--- config.mk ---
export PLATFORM = sky130hd
export DESIGN_NAME = ppl_div_cell
export DESIGN_NICKNAME = d
export VERILOG_FILES = /design/src/rtl/ppl_pkg.sv /design/src/rtl/ppl_div_cell.sv
export SDC_FILE = /design/constraint.sdc
export NUM_CORES = 1
export LEC_CHECK = 0
export ABC_AREA = 1
export ABC_CLOCK_PERIOD_IN_PS = 2000
export BUFFER_PORTS_ARGS = -buffer_cell sky130_fd_sc_hd__buf_2
export CELL_PAD_IN_SITES_DETAIL_PLACEMENT = 1
export CELL_PAD_IN_SITES_GLOBAL_PLACEMENT = 2
export CORE_MARGIN = 3
export CORE_UTILIZATION = 28
export CTS_CLUSTER_DIAMETER = 200
export DETAILED_ROUTE_END_ITERATION = 6
export PLACE_DENSITY = 0.91
export SKIP_CTS_REPAIR_TIMING = 1
export SYNTH_ARGS = -nofsm -noshare
export SYNTH_HDL_FRONTEND = slang
export SYNTH_SLANG_ARGS = --single-unit
--- constraint.sdc ---
create_clock -name i_clk -period 2 [get_ports i_clk]
set_input_delay 0 -clock i_clk [delete_from_list [all_inputs] [get_ports i_clk]]
set_output_delay 0 -clock i_clk [all_outputs]
set_load 0.05 [all_outputs]
--- src/rtl/ppl_pkg.sv ---
package ppl_pkg;

    localparam int VW          = 28;   // vectoring datapath width
    localparam int RW          = 36;   // rotation datapath width
    localparam int FW          = 36;   // width ahead of the final rounding
    localparam int AW          = 32;   // angle width, fraction of a turn
    localparam int DW          = 32;   // dividend and quotient width
    localparam int MAX_SOURCES = 8;

    localparam logic signed [AW-1:0] QUARTER_TURN = 32'sh4000_0000;
    localparam logic [AW-1:0]        HALF_TURN    = 32'h8000_0000;
    localparam logic [29:0]          INV_GAIN     = 30'd652032874;

    localparam logic [2:0] KIND_INDEP    = 3'd0;
    localparam logic [2:0] KIND_CIRCULAR = 3'd1;
    localparam logic [2:0] KIND_FIX_RAD  = 3'd2;
    localparam logic [2:0] KIND_FIX_ANG  = 3'd3;
    localparam logic [2:0] KIND_FIXED    = 3'd4;
    localparam logic [2:0] KIND_MIRROR_X = 3'd5;
    localparam logic [2:0] KIND_MIRROR_Y = 3'd6;
    localparam logic [2:0] KIND_DELTA    = 3'd7;

    localparam logic [2:0] REG_LINK_KIND  = 3'd0;
    localparam logic [2:0] REG_ROTATION   = 3'd1;
    localparam logic [2:0] REG_RATIO      = 3'd2;
    localparam logic [2:0] REG_FIX_RADIUS = 3'd3;
    localparam logic [2:0] REG_BASE_ANGLE = 3'd4;
    localparam logic [2:0] REG_ANGLE_STEP = 3'd5;
    localparam logic [2:0] REG_REF_X      = 3'd6;
    localparam logic [2:0] REG_REF_Y      = 3'd7;

    typedef struct packed {
        logic               inv;
        logic signed [15:0] px;
        logic signed [15:0] py;
        logic [2:0]         rank;
    } t_ctx;

    typedef struct packed {
        logic signed [VW-1:0] x;
        logic signed [VW-1:0] y;
        logic [AW-1:0]        z;
        logic                 zero;
    } t_vec;

    typedef struct packed {
        logic [DW-1:0] na;
        logic [DW-1:0] nb;
        logic [15:0]   ra;
        logic [15:0]   rb;
        logic          sa;
        logic          sb;
    } t_div;

    typedef struct packed {
        t_ctx                 ctx;
        logic [AW-1:0]        ang;
        logic signed [RW-1:0] mul;
    } t_side;

    typedef struct packed {
        logic signed [RW-1:0] x;
        logic signed [RW-1:0] y;
        logic signed [AW-1:0] z;
    } t_rot;

    typedef struct packed {
        logic               direct;
        logic               pmul;
        logic signed [17:0] dx;
        logic signed [17:0] dy;
    } t_post;

    function automatic logic [AW-1:0] atan_turn(input int idx);
        logic [AW-1:0] v;
        case (idx)
            0:       v = 32'h2000_0000;
            1:       v = 32'h12E4_051E;
            2:       v = 32'h09FB_385B;
            3:       v = 32'h0511_11D4;
            4:       v = 32'h028B_0D43;
            5:       v = 32'h0145_D7E1;
            6:       v = 32'h00A2_F61E;
            7:       v = 32'h0051_7C55;
            8:       v = 32'h0028_BE53;
            9:       v = 32'h0014_5F2F;
            10:      v = 32'h000A_2F98;
            11:      v = 32'h0005_17CC;
            12:      v = 32'h0002_8BE6;
            13:      v = 32'h0001_45F3;
            14:      v = 32'h0000_A2FA;
            15:      v = 32'h0000_517D;
            16:      v = 32'h0000_28BE;
            17:      v = 32'h0000_145F;
            18:      v = 32'h0000_0A30;
            19:      v = 32'h0000_0518;
            20:      v = 32'h0000_028C;
            21:      v = 32'h0000_0146;
            22:      v = 32'h0000_00A3;
            23:      v = 32'h0000_0051;
            default: v = '0;
        endcase
        return v;
    endfunction

endpackage

--- src/rtl/ppl_div_cell.sv ---
module ppl_div_cell (
    input  logic           i_clk,
    input  logic           i_rst_n,
    input  logic           i_adv,
    input  logic [15:0]    i_den,
    input  logic           i_valid,
    input  ppl_pkg::t_div  i_div,
    input  ppl_pkg::t_side i_side,
    output logic           o_valid,
    output ppl_pkg::t_div  o_div,
    output ppl_pkg::t_side o_side
);
    import ppl_pkg::*;

    logic [16:0] w_ta, w_tb, w_den;
    t_div  n_div;
    t_div  r_div;
    t_side r_side;
    logic  r_valid;

    // One quotient bit per cell in each of the two lanes; each quotient shifts into its dividend register.
    always_comb begin
        w_den = {1'b0, i_den};
        w_ta  = {i_div.ra, i_div.na[DW-1]};
        w_tb  = {i_div.rb, i_div.nb[DW-1]};
        n_div = i_div;
        if (w_ta >= w_den) begin
            n_div.ra = 16'(w_ta - w_den);
            n_div.na = {i_div.na[DW-2:0], 1'b1};
        end else begin
            n_div.ra = w_ta[15:0];
            n_div.na = {i_div.na[DW-2:0], 1'b0};
        end
        if (w_tb >= w_den) begin
            n_div.rb = 16'(w_tb - w_den);
            n_div.nb = {i_div.nb[DW-2:0], 1'b1};
        end else begin
            n_div.rb = w_tb[15:0];
            n_div.nb = {i_div.nb[DW-2:0], 1'b0};
        end
    end

    always_ff @(posedge i_clk) begin
        if (!i_rst_n) begin
            r_valid <= 1'b0;
        end else if (i_adv) begin
            r_valid <= i_valid;
        end
    end

    always_ff @(posedge i_clk) begin
        if (i_adv) begin
            r_div  <= n_div;
            r_side <= i_side;
        end
    end

    assign o_valid = r_valid;
    assign o_div   = r_div;
    assign o_side  = r_side;

endmodule

Word level (Yosys, flattened, before mapping)
Index checks and enable logic that the tools add are counted.
{ "word_totals": {"reg_bits": 203, "input_bits": 222, "output_inout_bits": 203, "word_cells": 21} }
{ "op_classes": {"add_sub_neg": 2, "n_lt_le_gt_ge": 2, "mux": 4} }
{ "ops": {"columns": ["operator", "count"], "rows": [
  [">= comparator 17 x 16 -> 1 bit", 2],
  ["two-way mux 16 bit", 2],
  ["subtractor 16 bit", 2],
  ["two-way mux 1 bit", 2]
]} }

Longest topological paths before layout
{ "logic_depth": {"word_depth": 2, "ltp_mapped": 13, "depth_no_buf": 13} }

Worst setup path after synthesis
No wires, ideal clock.
{ "synth_path": {"path_type": "in2reg", "from": "input i_den[10]", "to": "register r_div (netlist bit o_div[25]), data pin", "slack_ns": 0.478, "arrival_ns": 1.270, "setup_time_ns": 0.252, "stages": 13, "n_path_buf": 1, "t_required_ns": 1.748, "cell_sequence": "inv_1 > ha_1 > nand2_2 > inv_2 > nand2_2 > nor2_2 > nand3b_1 > nand2_2 > nor2_4 > nand2_4 > buf_12 > nand2_1 > nand2_1"} }
{ "synth_rtl": {"columns": ["element", "line_no", "rtl"], "rows": [
  ["start, declared", "ppl_div_cell.sv:5", "input logic [15:0] i_den,"],
  ["end signal, assigned", "ppl_div_cell.sv:53", "r_div <= n_div;"],
  ["end, declared", "ppl_div_cell.sv:17", "t_div r_div;"]
]} }

==> impl_metrics.csv <==
group,metric,value,unit
pwr,p_per_area,931,mW/mm2
timing,finalHoldViolations,3,
yosys,synth_nets,1010,
cts,cts.sinks,203,
yosys,ys_warn_count,0,
grt,grt_pass1_vias,7682,
cells_and_area,final_cells,1837,
pwr,peakVddDrop,0.519,mV
grt,track_usage,21.3,%
floorplanning,io_pins,425,
cts,clkTransAtPathRegs,0.07,ns
pwr,p_sw_share,32.8,%
job,maxCapViolations,0,
setup_path,arrival,2.14,ns
place,gp_congestion,0.875,
floorplanning,row_count,64,
cells_and_area,nets,1666,
cells_and_area,regArea,0.00609,mm2
setup_path,cp_max_fo,17,
yosys,post-synth-top-count-cell,"nand2_1",
routing,routedWlPerCell,23.6,um
timing,tightest_slew,0.424,ns
timing,maxSlewHeadroom,71.8,%
yosys,synth_common_cells,"237 x nand2_1, 202 x edfxtp_1, 111 x inv_1",
floorplanning,start_util,28.7,%
yosys,synth_compound_area_share,1.65,%
place,dp_hpwl,31700,um
grt,grt_overflow,0,
place,dpl.cell_count,1578,
timing,clock_skew,0,ns
yosys,synth-edff-count,202,
cts,clk_latency,0.51,ns
timing,finalSetupViolations,0,
routing,initialDrtViolationCount,519,
routing,viasPerCell,4.59,
yosys,netlist_instances,754,
yosys,ys.flop_type,"edfxtp_1",
routing,route.detailed.drc,0,
cts,cts-root-buf,"clkbuf_16",
timing,max_freq,528,MHz
floorplanning,die_h,184,um
setup_path,critPathLaunchType,"input pin",
pwr,power.share.combinational,25.6,%
grt,antenna_found_initial,15,
yosys,synth_area,0.00887,mm2
timing,final.setup.worst_slack,0.107,ns
yosys,synth_top_area_share,68.4,%
yosys,yosys.area_share.simple,17.9,%
yosys,yosysTopAreaCell,"edfxtp_1",
yosys,async_reset_ff_share,0,%
cells_and_area,drive_above_1_share,35.5,%
yosys,seq_area_frac_synth,68.6,%
yosys,synth.area.top_cells,"edfxtp_1 68%, nand2_1 10%, inv_1 4.7%",
floorplanning,die_area,0.0338,mm2
floorplanning,die_w,184,um
cts,htree_levels,1,
yosys,synth_adder_area_share,4.97,%
cells_and_area,nFillCells,3501,
cts,clockBufferDepth,3,
grt,grt_pass1_wl,52300,um
place,post-place-ws,0.0346,ns
yosys,synthMuxAreaShare,0,%
timing,period_share,94.7,%
routing,drtPass1Iterations,5,
cells_and_area,multi_input_area,0.00228,mm2
cts,cts_tree,"built",
cts,numCtsBuffers,24,
pwr,seq_power_share,39.1,%
grt,grt_max_degree,57,
timing,fin_crit,1.89,ns
setup_path,worstPathRequired,2.24,ns
setup_path,end_kind,"flip-flop",
yosys,ys_types,30,
yosys,synth_area_per_cell,11.8,um2
pwr,cellLeakagePower,0.00687,uW
floorplanning,core_area,0.0309,mm2
run_status,violations,"negative hold slack",
cells_and_area,synthToLayoutAreaGrowth,62.9,%
run_status,outcome,"finished, violations left",
routing,dr_total_vias,8430,
yosys,ys_ff_latch,203,
timing,final_max_slew_viol_count,0,
routing,ant_nets,0,
timing,holdWs,-0.00240,ns
yosys,synthXorXnorAreaFrac,1.19,%
pwr,p_int,9040,uW
yosys,synth_top_family_by_area,"simple AND/OR/NAND/NOR gates",
cells_and_area,final_util,46.7,%
min_path,hold_path.class,"input pin to flip-flop",
setup_path,crit_type,"input pin to flip-flop",
pwr,pwr-share-clk,35.3,%
pwr,total_power,13500,uW
place,portBuffers,424,
pwr,p_sw,4410,uW
routing,routed_wl,43300,um
per-layer routing:
layer  wire, um  track usage, %  up-vias
met5         47               0        -
met4       2450            8.04        8
met3       3620            7.62       93
met2      20700            35.9      385
met1      16500            25.0     4088
li1           -               -     3856
placed cells by master, fill, tap and decap left out, drive strengths merged:
cell / count
a21boi: 1
a21oi: 20
and2: 3
buf: 433
bufinv: 4
clkbuf: 35
clkinv: 4
clkinvlp: 2
dfxtp: 1
diode: 13
dlygate4sd3: 202
edfxtp: 202
fa: 2
ha: 32
inv: 116
nand2: 255
nand3: 58
nand3b: 6
nand4: 8
nor2: 24
nor3: 3
o21a: 2
o21ai: 1
o21bai: 2
xnor2: 2
xor2: 10
stage by stage:
step,TNS [ns],instance area (um2)
after floorplan,0,8870
after global placement,0,11500
after detailed placement,0,11500
after CTS,0,12400
after global routing,-0.0138,14400
final,0,14400
critical path, stage by stage:
cell and delay (ns):
dlygate4sd3_1 0.53, buf_2 0.13, ha_1 0.36, nand2_1 0.09, nand2_1 0.05, nand2_1 0.07, nand3_1 0.07, nand2_1 0.11
nand3_2 0.10, nand2_4 0.21, nand2_4 0.19, nand2_1 0.11, nand2_1 0.09
power groups by stage:
stage | logic [uW] | registers, uW | clock network, uW
final | 3440 | 5260 | 4750
after global routing | 3630 | 5280 | 5060
after CTS | 3080 | 5240 | 4790
after detailed placement | 3070 | 5320 | 0
after global placement | 3020 | 5310 | 0
after floorplan | 666 | 6650 | 0
layout make-up:
type | count | share of cell area, %
clock inverter | 10 | 1.07
timing repair buffer | 636 | 29.5
clock buffer | 34 | 4.84
antenna | 13 | 0.225
multi-input combinational | 429 | 15.8
inverter | 116 | 3.01
tap | 396 | 3.43
sequential | 203 | 42.1
path summary, 6_finish.rpt:
kind | start | slack [ns] | endpoint | depth (start not counted)
max | i_div[3] | 0.11 | o_div[13]$_DFFE_PP_ | 13
min | i_adv | -0.002 | o_side[89]$_DFFE_PP_ | 1
max reg2reg | o_valid$_SDFFE_PN0P_ | 0.73 | o_valid$_SDFFE_PN0P_ | 3
min reg2reg | o_valid$_SDFFE_PN0P_ | 1.18 | o_valid$_SDFFE_PN0P_ | 3
registers in the layout (all words and copies together) (netlist names):
signal	cells
o_div	98
o_valid	1
o_side	104
logic make-up (layout without fill, tap and decap cells):
kind of cell / after synthesis / count (layout)
other: 0 / 13
adders and majority gates: 34 / 34
AOI/OAI and AO/OA: 26 / 26
and+or+nand+nor: 357 / 357
xor gates and xnor gates: 12 / 12
DFF: 203 / 203
buffers and inverters: 122 / 796
Power figures use the tool's default switching activity.
