[src/rtl/ppl_pkg.sv]
package ppl_pkg;

    localparam int VW          = 28;   // vectoring datapath width
    localparam int RW          = 36;   // rotation datapath width
    localparam int FW          = 36;   // width ahead of the final rounding
    localparam int AW          = 32;   // angle width, fraction of a turn
    localparam int DW          = 32;   // dividend and quotient width
    localparam int MAX_SOURCES = 8;

    localparam logic signed [AW-1:0] QUARTER_TURN = 32'sh4000_0000;
    localparam logic [AW-1:0]        HALF_TURN    = 32'h8000_0000;
    localparam logic [29:0]          INV_GAIN     = 30'd652032874;

    localparam logic [2:0] KIND_INDEP    = 3'd0;
    localparam logic [2:0] KIND_CIRCULAR = 3'd1;
    localparam logic [2:0] KIND_FIX_RAD  = 3'd2;
    localparam logic [2:0] KIND_FIX_ANG  = 3'd3;
    localparam logic [2:0] KIND_FIXED    = 3'd4;
    localparam logic [2:0] KIND_MIRROR_X = 3'd5;
    localparam logic [2:0] KIND_MIRROR_Y = 3'd6;
    localparam logic [2:0] KIND_DELTA    = 3'd7;

    localparam logic [2:0] REG_LINK_KIND  = 3'd0;
    localparam logic [2:0] REG_ROTATION   = 3'd1;
    localparam logic [2:0] REG_RATIO      = 3'd2;
    localparam logic [2:0] REG_FIX_RADIUS = 3'd3;
    localparam logic [2:0] REG_BASE_ANGLE = 3'd4;
    localparam logic [2:0] REG_ANGLE_STEP = 3'd5;
    localparam logic [2:0] REG_REF_X      = 3'd6;
    localparam logic [2:0] REG_REF_Y      = 3'd7;

    typedef struct packed {
        logic               inv;
        logic signed [15:0] px;
        logic signed [15:0] py;
        logic [2:0]         rank;
    } t_ctx;

    typedef struct packed {
        logic signed [VW-1:0] x;
        logic signed [VW-1:0] y;
        logic [AW-1:0]        z;
        logic                 zero;
    } t_vec;

    typedef struct packed {
        logic [DW-1:0] na;
        logic [DW-1:0] nb;
        logic [15:0]   ra;
        logic [15:0]   rb;
        logic          sa;
        logic          sb;
    } t_div;

    typedef struct packed {
        t_ctx                 ctx;
        logic [AW-1:0]        ang;
        logic signed [RW-1:0] mul;
    } t_side;

    typedef struct packed {
        logic signed [RW-1:0] x;
        logic signed [RW-1:0] y;
        logic signed [AW-1:0] z;
    } t_rot;

    typedef struct packed {
        logic               direct;
        logic               pmul;
        logic signed [17:0] dx;
        logic signed [17:0] dy;
    } t_post;

    function automatic logic [AW-1:0] atan_turn(input int idx);
        logic [AW-1:0] v;
        case (idx)
            0:       v = 32'h2000_0000;
            1:       v = 32'h12E4_051E;
            2:       v = 32'h09FB_385B;
            3:       v = 32'h0511_11D4;
            4:       v = 32'h028B_0D43;
            5:       v = 32'h0145_D7E1;
            6:       v = 32'h00A2_F61E;
            7:       v = 32'h0051_7C55;
            8:       v = 32'h0028_BE53;
            9:       v = 32'h0014_5F2F;
            10:      v = 32'h000A_2F98;
            11:      v = 32'h0005_17CC;
            12:      v = 32'h0002_8BE6;
            13:      v = 32'h0001_45F3;
            14:      v = 32'h0000_A2FA;
            15:      v = 32'h0000_517D;
            16:      v = 32'h0000_28BE;
            17:      v = 32'h0000_145F;
            18:      v = 32'h0000_0A30;
            19:      v = 32'h0000_0518;
            20:      v = 32'h0000_028C;
            21:      v = 32'h0000_0146;
            22:      v = 32'h0000_00A3;
            23:      v = 32'h0000_0051;
            default: v = '0;
        endcase
        return v;
    endfunction

endpackage

[src/rtl/ppl_vec_cell.sv]
module ppl_vec_cell #(
    parameter int IDX = 0
) (
    input  logic          i_clk,
    input  logic          i_rst_n,
    input  logic          i_adv,
    input  logic          i_valid,
    input  ppl_pkg::t_vec i_vec,
    input  ppl_pkg::t_ctx i_ctx,
    output logic          o_valid,
    output ppl_pkg::t_vec o_vec,
    output ppl_pkg::t_ctx o_ctx
);
    import ppl_pkg::*;

    logic signed [VW-1:0] w_x, w_y, w_dx, w_dy;
    t_vec n_vec;
    t_vec r_vec;
    t_ctx r_ctx;
    logic r_valid;

    always_comb begin
        w_x   = i_vec.x;
        w_y   = i_vec.y;
        w_dx  = w_y >>> IDX;
        w_dy  = w_x >>> IDX;
        n_vec = i_vec;
        if (!w_y[VW-1]) begin
            n_vec.x = w_x + w_dx;
            n_vec.y = w_y - w_dy;
            n_vec.z = i_vec.z + atan_turn(IDX);
        end else begin
            n_vec.x = w_x - w_dx;
            n_vec.y = w_y + w_dy;
            n_vec.z = i_vec.z - atan_turn(IDX);
        end
    end

    always_ff @(posedge i_clk) begin
        if (!i_rst_n) begin
            r_valid <= 1'b0;
        end else if (i_adv) begin
            r_valid <= i_valid;
        end
    end

    always_ff @(posedge i_clk) begin
        if (i_adv) begin
            r_vec <= n_vec;
            r_ctx <= i_ctx;
        end
    end

    assign o_valid = r_valid;
    assign o_vec   = r_vec;
    assign o_ctx   = r_ctx;

endmodule

[config.mk]
export PLATFORM = sky130hd
export DESIGN_NAME = ppl_vec_cell
export DESIGN_NICKNAME = d
export VERILOG_FILES = /design/src/rtl/ppl_pkg.sv /design/src/rtl/ppl_vec_cell.sv
export SDC_FILE = /design/constraint.sdc
export NUM_CORES = 1
export LEC_CHECK = 0
export BUFFER_PORTS_ARGS = -buffer_cell sky130_fd_sc_hd__buf_2
export CORE_AREA = 4 4 103 202
export DETAILED_ROUTE_END_ITERATION = 8
export DIE_AREA = 0 0 107 206
export PLACE_DENSITY = 0.7
export SLEW_MARGIN = 25
export SYNTH_ARGS = -nofsm -noshare
export SYNTH_HDL_FRONTEND = slang
export SYNTH_SLANG_ARGS = --single-unit
[constraint.sdc]
create_clock -name i_clk -period 9.3 [get_ports i_clk]
set_input_delay 1.86 -clock i_clk [delete_from_list [all_inputs] [get_ports i_clk]]
set_output_delay 1.86 -clock i_clk [all_outputs]
set_load 0.01 [all_outputs]
# Word-level counts from Yosys, hierarchy flattened
# Index checks and enable logic that the tools add are counted.
[totals] reg_bits=126 input_bits=129 elab_cells=15
[classes] addsub=5 mux=1
[ops] operator="$mux 88" n=1
[ops] operator="$sub 28x28->28" n=2
[ops] operator="$add 32x30->32 const B" n=1
[ops] operator="$sub 32x30->32 const B" n=1
[ops] operator="$add 28x28->28" n=1

# Logic depth before layout (Yosys ltp)
[logic_depth] depth_word=2 mapped_depth=11 mapped_depth_nobuf=11

# Worst setup path before layout
# Ideal clock, no wire load.
[synth_path] path_kind="input -> register" start="input i_vec[44] (netlist name)" end="register r_vec, in the netlist o_vec[58] (data pin)" setup_ps=270 t_arrival_ps=4009 t_required_ps=9030 path_slack_ps=5022 stages=11 n_path_buf=1 path_cell_list="inv_1 > ha_1 > buf_6 > nor4_4 > nand2_1 > a2111o_1 > a311oi_2 > o31ai_2 > o311ai_4 > a211oi_1 > xor2_1"
[synth_lines] item="start, declared" line="ppl_vec_cell.sv:8" rtl="input ppl_pkg::t_vec i_vec,"
[synth_lines] item="end signal, assigned" line="ppl_vec_cell.sv:49" rtl="r_vec <= n_vec;"
[synth_lines] item="end, declared" line="ppl_vec_cell.sv:18" rtl="t_vec r_vec;"

==> flow_summary.json <==
{
  "outcome": "finished, final reports clean",
  "startpoint_type": "input pin",
  "p_per_area_nw_per_um2": 181,
  "setup_viol": 0,
  "num_rows": 72,
  "cts_resized": 0,
  "grt.met2_usage_pct": 46.7,
  "syn_to_final_growth_pct": 24.8,
  "syn_nets": 1054,
  "yosysWarnings": 0,
  "yosysTopAreaCellShare_pct": 43.7,
  "drtIter0Drc": 404,
  "yosys.area.top_type": "edfxtp_1",
  "fin_tns_setup_ns": 0,
  "holdPathEnd": "o_valid",
  "worstHoldStart": "o_valid",
  "mappedNetlistArea_um2": 8530,
  "gp_congestion": 0.942,
  "via_count": 7380,
  "synth_xor_area_share_pct": 5.55,
  "total_power_mw": 1.93,
  "first_pass_iters": 5,
  "grt_pass1_wl_um": 40400,
  "dp_slack_ns": 4.32,
  "grt-busiest-layer": "met2",
  "combPwrFrac_pct": 25.5,
  "min_period_ns": 4.62,
  "drive_above_1_share_pct": 28.1,
  "yosys.cell_count.top_type": "edfxtp_1",
  "fp.dieW_um": 107,
  "hold_depth": 2,
  "yosys-top-cells-area": "edfxtp_1, ha_1, a21oi_1",
  "initial_core_util_pct": 44.2,
  "netlist_instances": 831,
  "tritoncts": "done",
  "synth_common_cells": "edfxtp_1, a21oi_1, ha_1",
  "overflow": 0,
  "fin_cells": 1346,
  "fin_crit_sh_pct": 49.7,
  "synth_edf_count": 124,
  "synth.yosys.seq_area_share_pct": 43.9,
  "grt_pass1_vias": 7576,
  "final_nets": 1297,
  "p_leak_nw": 4.72,
  "fp.dieArea_um2": 22000,
  "antenna_found_initial": 0,
  "grt_max_degree": 65,
  "worst_ep_arrival_time_ns": 4.79,
  "synthAdderAreaFrac_pct": 14.1,
  "placed_cells": 1314,
  "required_ns": 9.46,
  "slew_viol_final": 0,
  "syn_avg_cell_area_um2": 10.3,
  "power_frac_clock_pct": 36.9,
  "drv_cap": 0,
  "crit_top_cell": "a211oi_1",
  "dp_hpwl_um": 21900,
  "cts_max_level": 4,
  "synth_flop_cell": "edfxtp_1",
  "power.share.sequential_pct": 37.6,
  "critPathSlowestCell": "a32oi_1",
  "pin_count": 255,
  "relSlewSlack_pct": 46.4,
  "synth-simple-area-share_pct": 9.48,
  "muxShareOfSynthArea_pct": 2.00,
  "path_cells": "buf_2, inv_1, ha_1, nand2_1, a211oi_1, o211ai_1, a32oi_1, and3_1, a211oi_1, a31oi_1, xor2_1",
  "cts-root-buf": "clkbuf_16",
  "ff2ff_path_depth": 2,
  "synth.distinct_cells": 71,
  "fillers": 1859,
  "track_usage_pct": 24.2,
  "max_freq_mhz": 216,
  "grt.met3_usage_pct": 4.47,
  "portBuffers": 254,
  "clk_path_buf_depth": 2,
  "critPathCaptureType": "flop",
  "path_class": "input pin to flop",
  "hold_violations": 0,
  "synth_top_family_by_area": "compound AO/OA/AOI/OAI gates",
  "viasPerCell": 5.48,
  "vdd_drop_max_uv": 126,
  "tightest_slew_ns": 0.803,
  "insertion_delay_ns": 0.42,
  "fin_ws_ns": 4.68,
  "wl_per_cell_um": 20.0,
  "cts_sinks": 125,
  "power.internal_mw": 1.37,
  "clkSlewWorstSetupHoldPaths_ns": 0.06,
  "async_flop_share_pct": 0,
  "max_stage_delay_ns": 0.69,
  "antennaDiodeCount": 0,
  "crit_fanout": 9,
  "switching_power_uw": 565,
  "routed_wl_um": 27000,
  "fin_skew_ns": 0,
  "synth_seq_cells": 125,
  "coreArea_um2": 19300,
  "hold_path.class": "flop to flop",
  "numCtsBuffers": 17,
  "ant_nets": 0,
  "die_h_um": 206,
  "rsz0062_at_grt": "no",
  "rr_endpoint": "o_valid",
  "r2r_start": "o_valid",
  "swShare_pct": 29.3,
  "reg2reg_slack_ns": 8.71,
  "hold_buffers": 0,
  "synth-compound-area-share_pct": 19.2,
  "whs_ns": 0.526,
  "cts_setup_buffers": 0,
  "drc": 0,
  "grt_use_met1_pct": 21.6
}
-- power by group through the flow --
stage / registers [mW] / clock network [mW] / logic, mW
after global routing: 0.731 / 0.757 / 0.531
after CTS: 0.728 / 0.724 / 0.488
after detailed placement: 0.739 / 0 / 0.486
after global placement: 0.737 / 0 / 0.483
final: 0.727 / 0.712 / 0.491
after floorplan: 0.774 / 0 / 0.248
-- per-stage QoR --
step	util, %	cell area (um^2)
final	55.2	10600
after global routing	55.2	10600
after CTS	55.2	10600
after detailed placement	51.9	10000
after global placement	51.9	10000
after floorplan	-	8530
-- layout by cell type, fill, tap and decap left out, types with 4 or more instances in the layout --
| cell type | Yosys | final |
|---|---|---|
| buf_2 | 8 | 253 |
| edfxtp_1 | 124 | 124 |
| a21oi_1 | 92 | 92 |
| ha_1 | 90 | 90 |
| inv_1 | 89 | 89 |
| nor2_1 | 60 | 60 |
| xnor2_1 | 49 | 49 |
| o21ai_0 | 47 | 47 |
| nand2_1 | 33 | 33 |
| mux2i_1 | 17 | 17 |
| clkbuf_16 | 0 | 17 |
| o31ai_1 | 14 | 14 |
| nand3_1 | 13 | 13 |
| o21bai_1 | 13 | 13 |
| nor3_1 | 11 | 11 |
| nor2b_1 | 11 | 11 |
| a21o_1 | 11 | 11 |
| o211ai_1 | 8 | 8 |
| a211oi_1 | 8 | 8 |
| nor4_1 | 7 | 7 |
| nand4_1 | 7 | 7 |
| o21a_1 | 6 | 6 |
| clkinv_1 | 2 | 5 |
| o221ai_1 | 5 | 5 |
| and2_1 | 5 | 5 |
| nand2b_1 | 5 | 5 |
| a31oi_1 | 5 | 5 |
| xor2_1 | 5 | 5 |
| clkinvlp_4 | 0 | 5 |
| bufinv_16 | 0 | 5 |
| fa_1 | 4 | 4 |
| buf_4 | 1 | 4 |
-- layer usage --
metal  part of all wire (%)  vias up
met3                    5.5      111
met2                     55      348
met5                      0        -
li1                       -     3468
met1                     32     3453
met4                    7.6        0
-- sequential cells by signal (all words and copies together), names as in the netlist --
signal / cells
o_vec: 88
o_ctx: 36
o_valid: 1
-- cell families after synthesis --
logic type | Yosys count
XOR/XNOR | 54
flip-flops | 125
adder cells (fa/ha/maj) | 94
buffers and inverters | 125
AO/OA/AOI/OAI | 249
AND/OR/NAND/NOR | 167
multiplexers | 17
-- worst max-delay path by stage --
stage	startpoint	end	slack, ns	cells past startpoint
floorplan	i_vec[44]	o_vec[58]	5.02	11
global placement	i_vec[37]	o_vec[88]	4.37	11
detailed placement	i_vec[36]	o_vec[88]	4.32	11
CTS	i_vec[36]	o_vec[88]	4.75	11
global route	i_vec[36]	o_vec[86]	4.44	11
finish	i_vec[36]	o_vec[88]	4.68	11
-- cell type report --
| type | count | area [um^2] | share of cell area (%) |
|---|---|---|---|
| Multi-Input combinational cell | 581 | 4290 | 40.3 |
| Timing Repair Buffer | 257 | 1300 | 12.2 |
| Clock buffer | 17 | 425 | 4.00 |
| Inverter | 92 | 345 | 3.24 |
| Tap cell | 259 | 324 | 3.04 |
| Clock inverter | 15 | 216 | 2.03 |
| Sequential cell | 125 | 3740 | 35.2 |
-- critical path, delay by kind of cell --
| kind | cells | cell delay [ns] |
|---|---|---|
| AO/OA/AOI/OAI | 5 | 1.85 |
| XOR/XNOR | 1 | 0.09 |
| adder cells (fa/ha/maj) | 1 | 0.44 |
| buffers and inverters | 2 | 0.14 |
| AND/OR/NAND/NOR | 2 | 0.40 |
(Power assumes the default switching activity.)
