<file path="src/rtl/ppl_pkg.sv">
package ppl_pkg;

    localparam int VW          = 28;   // vectoring datapath width
    localparam int RW          = 36;   // rotation datapath width
    localparam int FW          = 36;   // width ahead of the final rounding
    localparam int AW          = 32;   // angle width, fraction of a turn
    localparam int DW          = 32;   // dividend and quotient width
    localparam int MAX_SOURCES = 8;

    localparam logic signed [AW-1:0] QUARTER_TURN = 32'sh4000_0000;
    localparam logic [AW-1:0]        HALF_TURN    = 32'h8000_0000;
    localparam logic [29:0]          INV_GAIN     = 30'd652032874;

    localparam logic [2:0] KIND_INDEP    = 3'd0;
    localparam logic [2:0] KIND_CIRCULAR = 3'd1;
    localparam logic [2:0] KIND_FIX_RAD  = 3'd2;
    localparam logic [2:0] KIND_FIX_ANG  = 3'd3;
    localparam logic [2:0] KIND_FIXED    = 3'd4;
    localparam logic [2:0] KIND_MIRROR_X = 3'd5;
    localparam logic [2:0] KIND_MIRROR_Y = 3'd6;
    localparam logic [2:0] KIND_DELTA    = 3'd7;

    localparam logic [2:0] REG_LINK_KIND  = 3'd0;
    localparam logic [2:0] REG_ROTATION   = 3'd1;
    localparam logic [2:0] REG_RATIO      = 3'd2;
    localparam logic [2:0] REG_FIX_RADIUS = 3'd3;
    localparam logic [2:0] REG_BASE_ANGLE = 3'd4;
    localparam logic [2:0] REG_ANGLE_STEP = 3'd5;
    localparam logic [2:0] REG_REF_X      = 3'd6;
    localparam logic [2:0] REG_REF_Y      = 3'd7;

    typedef struct packed {
        logic               inv;
        logic signed [15:0] px;
        logic signed [15:0] py;
        logic [2:0]         rank;
    } t_ctx;

    typedef struct packed {
        logic signed [VW-1:0] x;
        logic signed [VW-1:0] y;
        logic [AW-1:0]        z;
        logic                 zero;
    } t_vec;

    typedef struct packed {
        logic [DW-1:0] na;
        logic [DW-1:0] nb;
        logic [15:0]   ra;
        logic [15:0]   rb;
        logic          sa;
        logic          sb;
    } t_div;

    typedef struct packed {
        t_ctx                 ctx;
        logic [AW-1:0]        ang;
        logic signed [RW-1:0] mul;
    } t_side;

    typedef struct packed {
        logic signed [RW-1:0] x;
        logic signed [RW-1:0] y;
        logic signed [AW-1:0] z;
    } t_rot;

    typedef struct packed {
        logic               direct;
        logic               pmul;
        logic signed [17:0] dx;
        logic signed [17:0] dy;
    } t_post;

    function automatic logic [AW-1:0] atan_turn(input int idx);
        logic [AW-1:0] v;
        case (idx)
            0:       v = 32'h2000_0000;
            1:       v = 32'h12E4_051E;
            2:       v = 32'h09FB_385B;
            3:       v = 32'h0511_11D4;
            4:       v = 32'h028B_0D43;
            5:       v = 32'h0145_D7E1;
            6:       v = 32'h00A2_F61E;
            7:       v = 32'h0051_7C55;
            8:       v = 32'h0028_BE53;
            9:       v = 32'h0014_5F2F;
            10:      v = 32'h000A_2F98;
            11:      v = 32'h0005_17CC;
            12:      v = 32'h0002_8BE6;
            13:      v = 32'h0001_45F3;
            14:      v = 32'h0000_A2FA;
            15:      v = 32'h0000_517D;
            16:      v = 32'h0000_28BE;
            17:      v = 32'h0000_145F;
            18:      v = 32'h0000_0A30;
            19:      v = 32'h0000_0518;
            20:      v = 32'h0000_028C;
            21:      v = 32'h0000_0146;
            22:      v = 32'h0000_00A3;
            23:      v = 32'h0000_0051;
            default: v = '0;
        endcase
        return v;
    endfunction

endpackage

</file>
<file path="src/rtl/ppl_rot_cell.sv">
module ppl_rot_cell #(
    parameter int IDX = 0
) (
    input  logic           i_clk,
    input  logic           i_rst_n,
    input  logic           i_adv,
    input  logic           i_valid,
    input  ppl_pkg::t_rot  i_rot,
    input  ppl_pkg::t_post i_post,
    output logic           o_valid,
    output ppl_pkg::t_rot  o_rot,
    output ppl_pkg::t_post o_post
);
    import ppl_pkg::*;

    logic signed [RW-1:0] w_x, w_y, w_dx, w_dy;
    t_rot  n_rot;
    t_rot  r_rot;
    t_post r_post;
    logic  r_valid;

    always_comb begin
        w_x   = i_rot.x;
        w_y   = i_rot.y;
        w_dx  = w_y >>> IDX;
        w_dy  = w_x >>> IDX;
        n_rot = i_rot;
        if (!i_rot.z[AW-1]) begin
            n_rot.x = w_x - w_dx;
            n_rot.y = w_y + w_dy;
            n_rot.z = i_rot.z - $signed(atan_turn(IDX));
        end else begin
            n_rot.x = w_x + w_dx;
            n_rot.y = w_y - w_dy;
            n_rot.z = i_rot.z + $signed(atan_turn(IDX));
        end
    end

    always_ff @(posedge i_clk) begin
        if (!i_rst_n) begin
            r_valid <= 1'b0;
        end else if (i_adv) begin
            r_valid <= i_valid;
        end
    end

    always_ff @(posedge i_clk) begin
        if (i_adv) begin
            r_rot  <= n_rot;
            r_post <= i_post;
        end
    end

    assign o_valid = r_valid;
    assign o_rot   = r_rot;
    assign o_post  = r_post;

endmodule

</file>
<file path="config.mk">
export PLATFORM = sky130hd
export DESIGN_NAME = ppl_rot_cell
export DESIGN_NICKNAME = d
export VERILOG_FILES = /design/src/rtl/ppl_pkg.sv /design/src/rtl/ppl_rot_cell.sv
export SDC_FILE = /design/constraint.sdc
export NUM_CORES = 1
export LEC_CHECK = 0
export BUFFER_PORTS_ARGS = -buffer_cell sky130_fd_sc_hd__buf_4
export CAP_MARGIN = 20
export CORE_MARGIN = 2
export CORE_UTILIZATION = 49
export CTS_CLUSTER_DIAMETER = 60
export CTS_CLUSTER_SIZE = 28
export DETAILED_ROUTE_END_ITERATION = 12
export HOLD_SLACK_MARGIN = 0.02
export PLACE_DENSITY_LB_ADDON = 0.12
export SKIP_CTS_REPAIR_TIMING = 1
export SYNTH_ARGS = -nofsm -noshare
export SYNTH_HDL_FRONTEND = slang
export SYNTH_SLANG_ARGS = --single-unit
export TNS_END_PERCENT = 30
</file>
<file path="constraint.sdc">
create_clock -name i_clk -period 3.3 [get_ports i_clk]
set_input_delay 0.66 -clock i_clk [delete_from_list [all_inputs] [get_ports i_clk]]
set_output_delay 0.66 -clock i_clk [all_outputs]
set_load 0.01 [all_outputs]
</file>
# Word level (Yosys, flattened, before mapping)
# Index checks and enable logic that the tools add are counted.
totals:
  reg_bits: 143
  wordCells: 14
  output_inout_bits: 143
  in_bits: 146
op_classes:
  add_sub_neg: 5
  n_mux: 1
op_table:
  columns: ["cell", "n"]
  rows:
  - ["$mux 104", 1]
  - ["$sub 36x36->36", 2]
  - ["$add 36x36->36", 1]
  - ["$add 32x31->32 const B", 1]
  - ["$sub 32x31->32 const B", 1]

# Longest topological paths before layout
# Gate-level depths: netlist of the first run.
depth:
  word_depth: 2
  ltp_mapped: 13
  depth_no_buf: 12

# Worst setup path after synthesis of the first run
# No wires, ideal clock.
synth_path:
  kind: "input to register"
  start: "input port i_rot[34] in the netlist's numbering"
  end: "register r_rot (netlist bit o_rot[102]) (data pin)"
  arrival_ns: 3.137
  path_buffers: 0
  path_stages: 11
  setup_time_ns: 0.267
  t_required_ns: 3.033
  path_slack_ns: -0.104
  cell_sequence: "inv_1 -> ha_1 -> nand2b_4 -> a2111o_1 -> a311o_1 -> a21o_1 -> a21o_1 -> o211a_4 -> o41ai_4 -> a32oi_1 -> xor2_1"
synth_rtl:
  columns: ["item", "line_no", "rtl"]
  rows:
  - ["from (decl)", "ppl_rot_cell.sv:8", "input ppl_pkg::t_rot i_rot,"]
  - ["to (signal assigned)", "ppl_rot_cell.sv:49", "r_rot <= n_rot;"]
  - ["to (decl)", "ppl_rot_cell.sv:18", "t_rot r_rot;"]

==> results.sh, run 1 <==
export IMPL_power_leakage_nw=7.259
export IMPL_synthFlopType="edfxtp_1"
export IMPL_synth_most_common_cell="edfxtp_1"
export IMPL_fmax_mhz=309.3
export IMPL_antenna_found_initial=1
export IMPL_synth_simple_area_share_pct=11.87
export IMPL_via_count=10970
export IMPL_postPlaceCellArea_um2=14980
export IMPL_initial_core_util_pct=50.32
export IMPL_worst_slew_pin_slew_ns=0.7115
export IMPL_rr_endpoint="o_valid"
export IMPL_final_area_um2=15610
export IMPL_remaining_drc_errors=0
export IMPL_slew_headroom_pct=52.57
export IMPL_grt_pass1_vias=10890
export IMPL_cp_slowest_cell="a311oi_1"
export IMPL_setup_slack_ns=0.06640
export IMPL_synth_seq_cells=142
export IMPL_cp_arrival_ns=3.41
export IMPL_cts_tree="built"
export IMPL_die_area_um2=22920
export IMPL_synth_top_family_by_area="compound AO/OA/AOI/OAI gates"
export IMPL_nets=1904
export IMPL_slew_viol_final=0
export IMPL_critical_path_class="in -> reg"
export IMPL_overflow=0
export IMPL_syn_avg_cell_area_um2=9.445
export IMPL_gr_usage_all_layers_pct=33.78
export IMPL_period_minus_slack_ns=3.234
export IMPL_gp_congestion=0.9913
export IMPL_core_area_um2=21150
export IMPL_reg2reg_depth=2
export IMPL_cpLargestDelayFamily="compound AO/OA/AOI/OAI gates"
export IMPL_portBuffers=288
export IMPL_finalHoldViolCount=0
export IMPL_yosys_area_top_type="edfxtp_1"
export IMPL_netlist_area_leader_share_pct=39.78
export IMPL_ys_top_cells_by_area="edfxtp_1 (40%), ha_1 (12%), a21oi_1 (6.2%), xnor2_1 (5.1%), inv_1 (3.8%)"
export IMPL_cts_made_buffers=17
export IMPL_drt_pass1_iterations=6
export IMPL_drive_gt1_share_pct=36.64
export IMPL_ios=289
export IMPL_die_x_um=151.4
export IMPL_cp_start_kind="input port"
export IMPL_grt_first_pass_wirelength_um=58560
export IMPL_synth_compound_area_share_pct=21.92
export IMPL_syn_area_um2=10640
export IMPL_cp_cell_sequence="buf_4 > inv_1 > ha_1 > buf_4 > o21ai_0 > o21bai_1 > or3_1 > o2111ai_1 > nand2_1 > a311oi_1 > o211a_1 > a21oi_1 > xnor2_1"
export IMPL_synthMuxAreaShare_pct=1.787
export IMPL_crit_end="o_rot[61]"
export IMPL_synth_distinct_cells=66
export IMPL_syn_num_nets=1382
export IMPL_crit_path_max_fanout=6
export IMPL_htree_levels=4
export IMPL_fin_skew_ns=0
export IMPL_synth_xor_xnor_area_share_pct=5.513
export IMPL_r2r_start="o_valid"
export IMPL_drv_cap=0
export IMPL_clk_pin_slew_ns=0.07
export IMPL_synthAdderAreaFrac_pct=13.10
export IMPL_dieHeight_um=151.4
export IMPL_syn_to_final_growth_pct=46.62
export IMPL_cts_root_buffer="clkbuf_16"
export IMPL_yosysSeqAreaShare_pct=39.97
export IMPL_path_depth=13
export IMPL_peakVddDrop_v=0.0003344
export IMPL_avgRoutedWirePerCell_um=20.31
export IMPL_numClockSinks=142
export IMPL_fin_crit_sh_pct=97.99
export IMPL_ant_nets=0
export IMPL_first_iter_violations=885
export IMPL_synthTopCellsByCount="edfxtp_1 (141), a21oi_1 (132), inv_1 (108)"
export IMPL_setup_viol=0
export IMPL_cp_startpoint="i_rot[43]"
export IMPL_status="complete, no violations"
export IMPL_drt_total_wl_um=39360
export IMPL_critPathMostFrequentCell="buf_4"
export IMPL_synthArstFlopShare_pct=0
export IMPL_rsz0062_at_grt="yes"
export IMPL_place_ws_ns=-0.3962
export IMPL_p_per_area_nw_per_um2=431.9
export IMPL_netlist_instances=1127
export IMPL_endpoint_kind="flip-flop"
export IMPL_hpwl_um=31540
export IMPL_min_path_type="in -> reg"
export IMPL_ys_warn_count=0
export IMPL_rows=53
export IMPL_grt_max_degree=70
export IMPL_ff2ff_setup_slack_ns=2.67
export IMPL_worst_path_buf_inv=3
export IMPL_vias_per_cell=5.661
export IMPL_slowest_delay_ns=0.49
export IMPL_synth_edf_count=141
export IMPL_worstPathRequired_ns=3.48
export IMPL_cts_buffer_depth=2
export IMPL_clk_latency_ns=0.43
## registers in the layout, indices dropped and copies added (netlist names)
register,count
o_post,38
o_rot,103
o_valid,1
## through the flow
| step | cells | TNS [ns] | total power, mW | util, % | hold WS, ns |
|---|---|---|---|---|---|
| after floorplan | 1127 | 0 | 3.463 | - | 0.5383 |
| after global placement | 1905 | -6.004 | 4.744 | 70.80 | 0.5062 |
| after detailed placement | 1905 | -7.410 | 4.771 | 70.80 | 0.5477 |
| after CTS | 1937 | 0 | 6.714 | 73.53 | 0.3943 |
| after global routing | 1938 | -0.02240 | 7.022 | 73.77 | 0.3910 |
| final | 1938 | 0 | 6.740 | 73.77 | 0.4006 |
## report_power, final
| part | internal [mW] | switching (mW) | total (mW) |
|---|---|---|---|
| Clock | 1.03 | 0.916 | 1.94 |
| Sequential | 2.28 | 0.0669 | 2.34 |
| Combinational | 1.17 | 1.28 | 2.45 |
## cell families (layout without fill, tap and decap cells)
family,after synthesis,after routing
compound gates,364,364
xor+xnor,67,67
fa+ha+maj,109,109
buf+inv,163,698
flops,142,142
mux,19,19
other cells,0,1
simple gates,263,263
## how the worst min path moves through the flow
| stage | from | endpoint | slack, ns | depth (start not counted) |
|---|---|---|---|---|
| 2_1_floorplan | o_valid | o_valid | 0.54 | 2 |
| 3_3_place_gp | o_valid | o_valid | 0.51 | 2 |
| 3_5_place_dp | o_valid | o_valid | 0.55 | 2 |
| 4_1_cts | i_post[18] | o_post[18] | 0.39 | 1 |
| 5_1_grt | i_rot[23] | o_rot[23] | 0.39 | 1 |
| 6_report | i_rot[18] | o_rot[18] | 0.40 | 1 |
## per-layer routing
| layer | global-route usage, % | vias to the layer above | wire length (um) |
|---|---|---|---|
| li1 | - | 5138 | - |
| met1 | 40.60 | 5109 | 15150 |
| met2 | 57.13 | 605 | 18690 |
| met3 | 6.386 | 119 | 3473 |
| met4 | 18.41 | 0 | 2049 |
| met5 | 0 | - | 0 |
## placed cells by master (no fill, tap or decap), types with 15 or more instances in the layout
cell and n:
a21o_1 24, a21oi_1 128, buf_4 548, clkbuf_16 17, edfxtp_1 141, ha_1 103
inv_1 108, mux2i_1 19, nand2_1 49, nand3_1 23, nor2_1 94, nor3_1 15
nor4_1 16, o21ai_0 63, o21bai_1 31, xnor2_1 62
## final cells by class
class                           count  area, um^2
Clock buffer                       18       439.2
Tap cell                          275       344.1
Timing Repair Buffer              551        4165
Antenna cell                        1       2.502
Sequential cell                   142        4254
Inverter                          115       431.7
Clock inverter                     14       136.4
Fill cell                        1580        5548
Multi-Input combinational cell    822        5833
## worst register-to-register path, stage by stage (launching register included)
cell and delay (ns):
dfxtp_1 0.32, mux2i_1 0.14, nor2b_1 0.07
Note: power is estimated with default switching activity, not from simulation.
==> run 2: changes to the inputs <==
MAX_ROUTING_LAYER = met4   (was default)
PLACE_DENSITY = 0.81   (was default)
PLACE_DENSITY_LB_ADDON = default   (was 0.12)
==> results.sh, run 2 (same netlist as run 1, synthesis figures left out) <==
export IMPL_status="complete, no violations"
export IMPL_p_comb_share_pct=36.0
export IMPL_cpLargestDelayFamily="compound AO/OA/AOI/OAI gates"
export IMPL_finalHoldViolCount=0
export IMPL_core_area_um2=21150
export IMPL_cp_arrival_ns=3.37
export IMPL_peakVddDrop_v=0.0002909
export IMPL_drt_total_wl_um=40200
export IMPL_min_path_type="in -> reg"
export IMPL_cp_start_kind="input port"
export IMPL_internal_power_mw=4.490
export IMPL_first_iter_violations=1067
export IMPL_gr_usage_all_layers_pct=35.31
export IMPL_htree_levels=4
export IMPL_endpoint_kind="flip-flop"
export IMPL_remaining_drc_errors=0
export IMPL_cp_cell_sequence="buf_4 > ha_1 > fa_2 > nand2b_4 > a2111o_1 > a311o_1 > a21o_1 > a21o_1 > o211a_4 > o21ai_0 > a22oi_1 > xnor2_1"
export IMPL_clk_pin_slew_ns=0.07
export IMPL_rows=53
export IMPL_grt_first_pass_wirelength_um=59700
export IMPL_seqPwrFrac_pct=34.9
export IMPL_worst_slew_pin_slew_ns=0.6508
export IMPL_grt_pass1_vias=10980
export IMPL_drt_pass1_iterations=7
export IMPL_numClockSinks=142
export IMPL_worst_path_buf_inv=1
export IMPL_critical_path_class="in -> reg"
export IMPL_period_minus_slack_ns=3.182
export IMPL_cp_slowest_cell="a2111o_1"
export IMPL_hpwl_um=32160
export IMPL_portBuffers=288
export IMPL_overflow=0
export IMPL_crit_path_max_fanout=4
export IMPL_clk_latency_ns=0.43
export IMPL_cts_buffer_depth=2
export IMPL_die_area_um2=22920
export IMPL_cts_made_buffers=17
export IMPL_diodes=0
export IMPL_antenna_found_initial=0
export IMPL_vias_per_cell=5.787
export IMPL_ff2ff_setup_slack_ns=2.71
export IMPL_initial_core_util_pct=50.32
export IMPL_grt_max_degree=89
export IMPL_ios=289
export IMPL_power_leakage_nw=7.186
export IMPL_worstPathRequired_ns=3.49
export IMPL_cts_root_buffer="clkbuf_16"
export IMPL_p_per_area_nw_per_um2=435.5
export IMPL_nets=1890
export IMPL_setup_viol=0
export IMPL_fmax_mhz=314.2
export IMPL_slew_viol_final=0
export IMPL_avgRoutedWirePerCell_um=20.90
export IMPL_critPathMostFrequentCell="a21o_1"
export IMPL_via_count=11130
export IMPL_switching_power_mw=2.263
export IMPL_dp_cells=1891
export IMPL_dieHeight_um=151.4
export IMPL_drive_gt1_share_pct=36.10
export IMPL_final_core_util_pct=73.31
export IMPL_power_total_mw=6.754
export IMPL_largest_register_ff_count=103
export IMPL_final_common_cell="buf_4"
export IMPL_layoutNonFillerInstCount=1923
export IMPL_slowest_delay_ns=0.42
export IMPL_ant_nets=0
export IMPL_cts_tree="built"
export IMPL_drv_cap=0
export IMPL_most_common_layout_cells="buf_4 (533), edfxtp_1 (141), a21oi_1 (129), inv_1 (108), ha_1 (102)"
export IMPL_gp_congestion=1.041
export IMPL_sw_frac_of_total_pct=33.51
export IMPL_die_x_um=151.4
export IMPL_clockPowerShare_pct=29.1
export IMPL_syn_to_final_growth_pct=45.70
export IMPL_slew_headroom_pct=56.61
export IMPL_fin_crit_sh_pct=96.44
export IMPL_rsz0062_at_grt="no"
export IMPL_fin_skew_ns=0
==> run 2: path summary, 6_finish.rpt <==
path,startpoint,endpoint,cells after the start
max,i_rot[68],o_rot[100],12
min,i_post[12],o_post[12],1
max reg2reg,o_valid,o_valid,2
min reg2reg,o_valid,o_valid,2
==> run 2: power by group through the flow <==
stage / registers [mW] / logic (mW) / clock network (mW)
final: 2.36 / 2.43 / 1.97
after global routing: 2.37 / 2.59 / 2.05
after CTS: 2.36 / 2.38 / 1.97
after detailed placement: 2.39 / 2.37 / 0
after global placement: 2.39 / 2.33 / 0
after floorplan: 2.50 / 0.962 / 0
==> run 2: area by class of cell <==
cell class / count / area, um^2
inverters: 115 / 431.7
fillers: 1521 / 5645
well taps: 275 / 344.1
clock inverters: 14 / 145.1
flip-flops and latches: 142 / 4254
clock buffers: 18 / 429.2
repair buffers: 537 / 4073
multi-input cells: 822 / 5832
==> run 2: per-stage QoR <==
step | cell area (um^2) | hold WS (ns) | setup TNS (ns) | setup slack (ns)
after floorplan | 10660 | 0.5383 | 0 | 0.05004
after global placement | 14890 | 0.5089 | -6.375 | -0.3402
after detailed placement | 14890 | 0.5216 | -7.585 | -0.3887
after CTS | 15460 | 0.3919 | 0 | 0.01749
after global routing | 15510 | 0.3890 | 0 | 0.005794
final | 15510 | 0.3902 | 0 | 0.1175
==> run 2: routing by layer <==
| metal | part of all wire [%] | global-route usage, % | wire length [um] | up-vias |
|---|---|---|---|---|
| met5 | 0 | - | 0 | - |
| met4 | 4.8 | 16.07 | 1941 | 0 |
| met3 | 8.4 | 5.361 | 3379 | 135 |
| met2 | 49 | 60.09 | 19560 | 625 |
| met1 | 38 | 41.25 | 15320 | 5252 |
| li1 | - | - | - | 5117 |
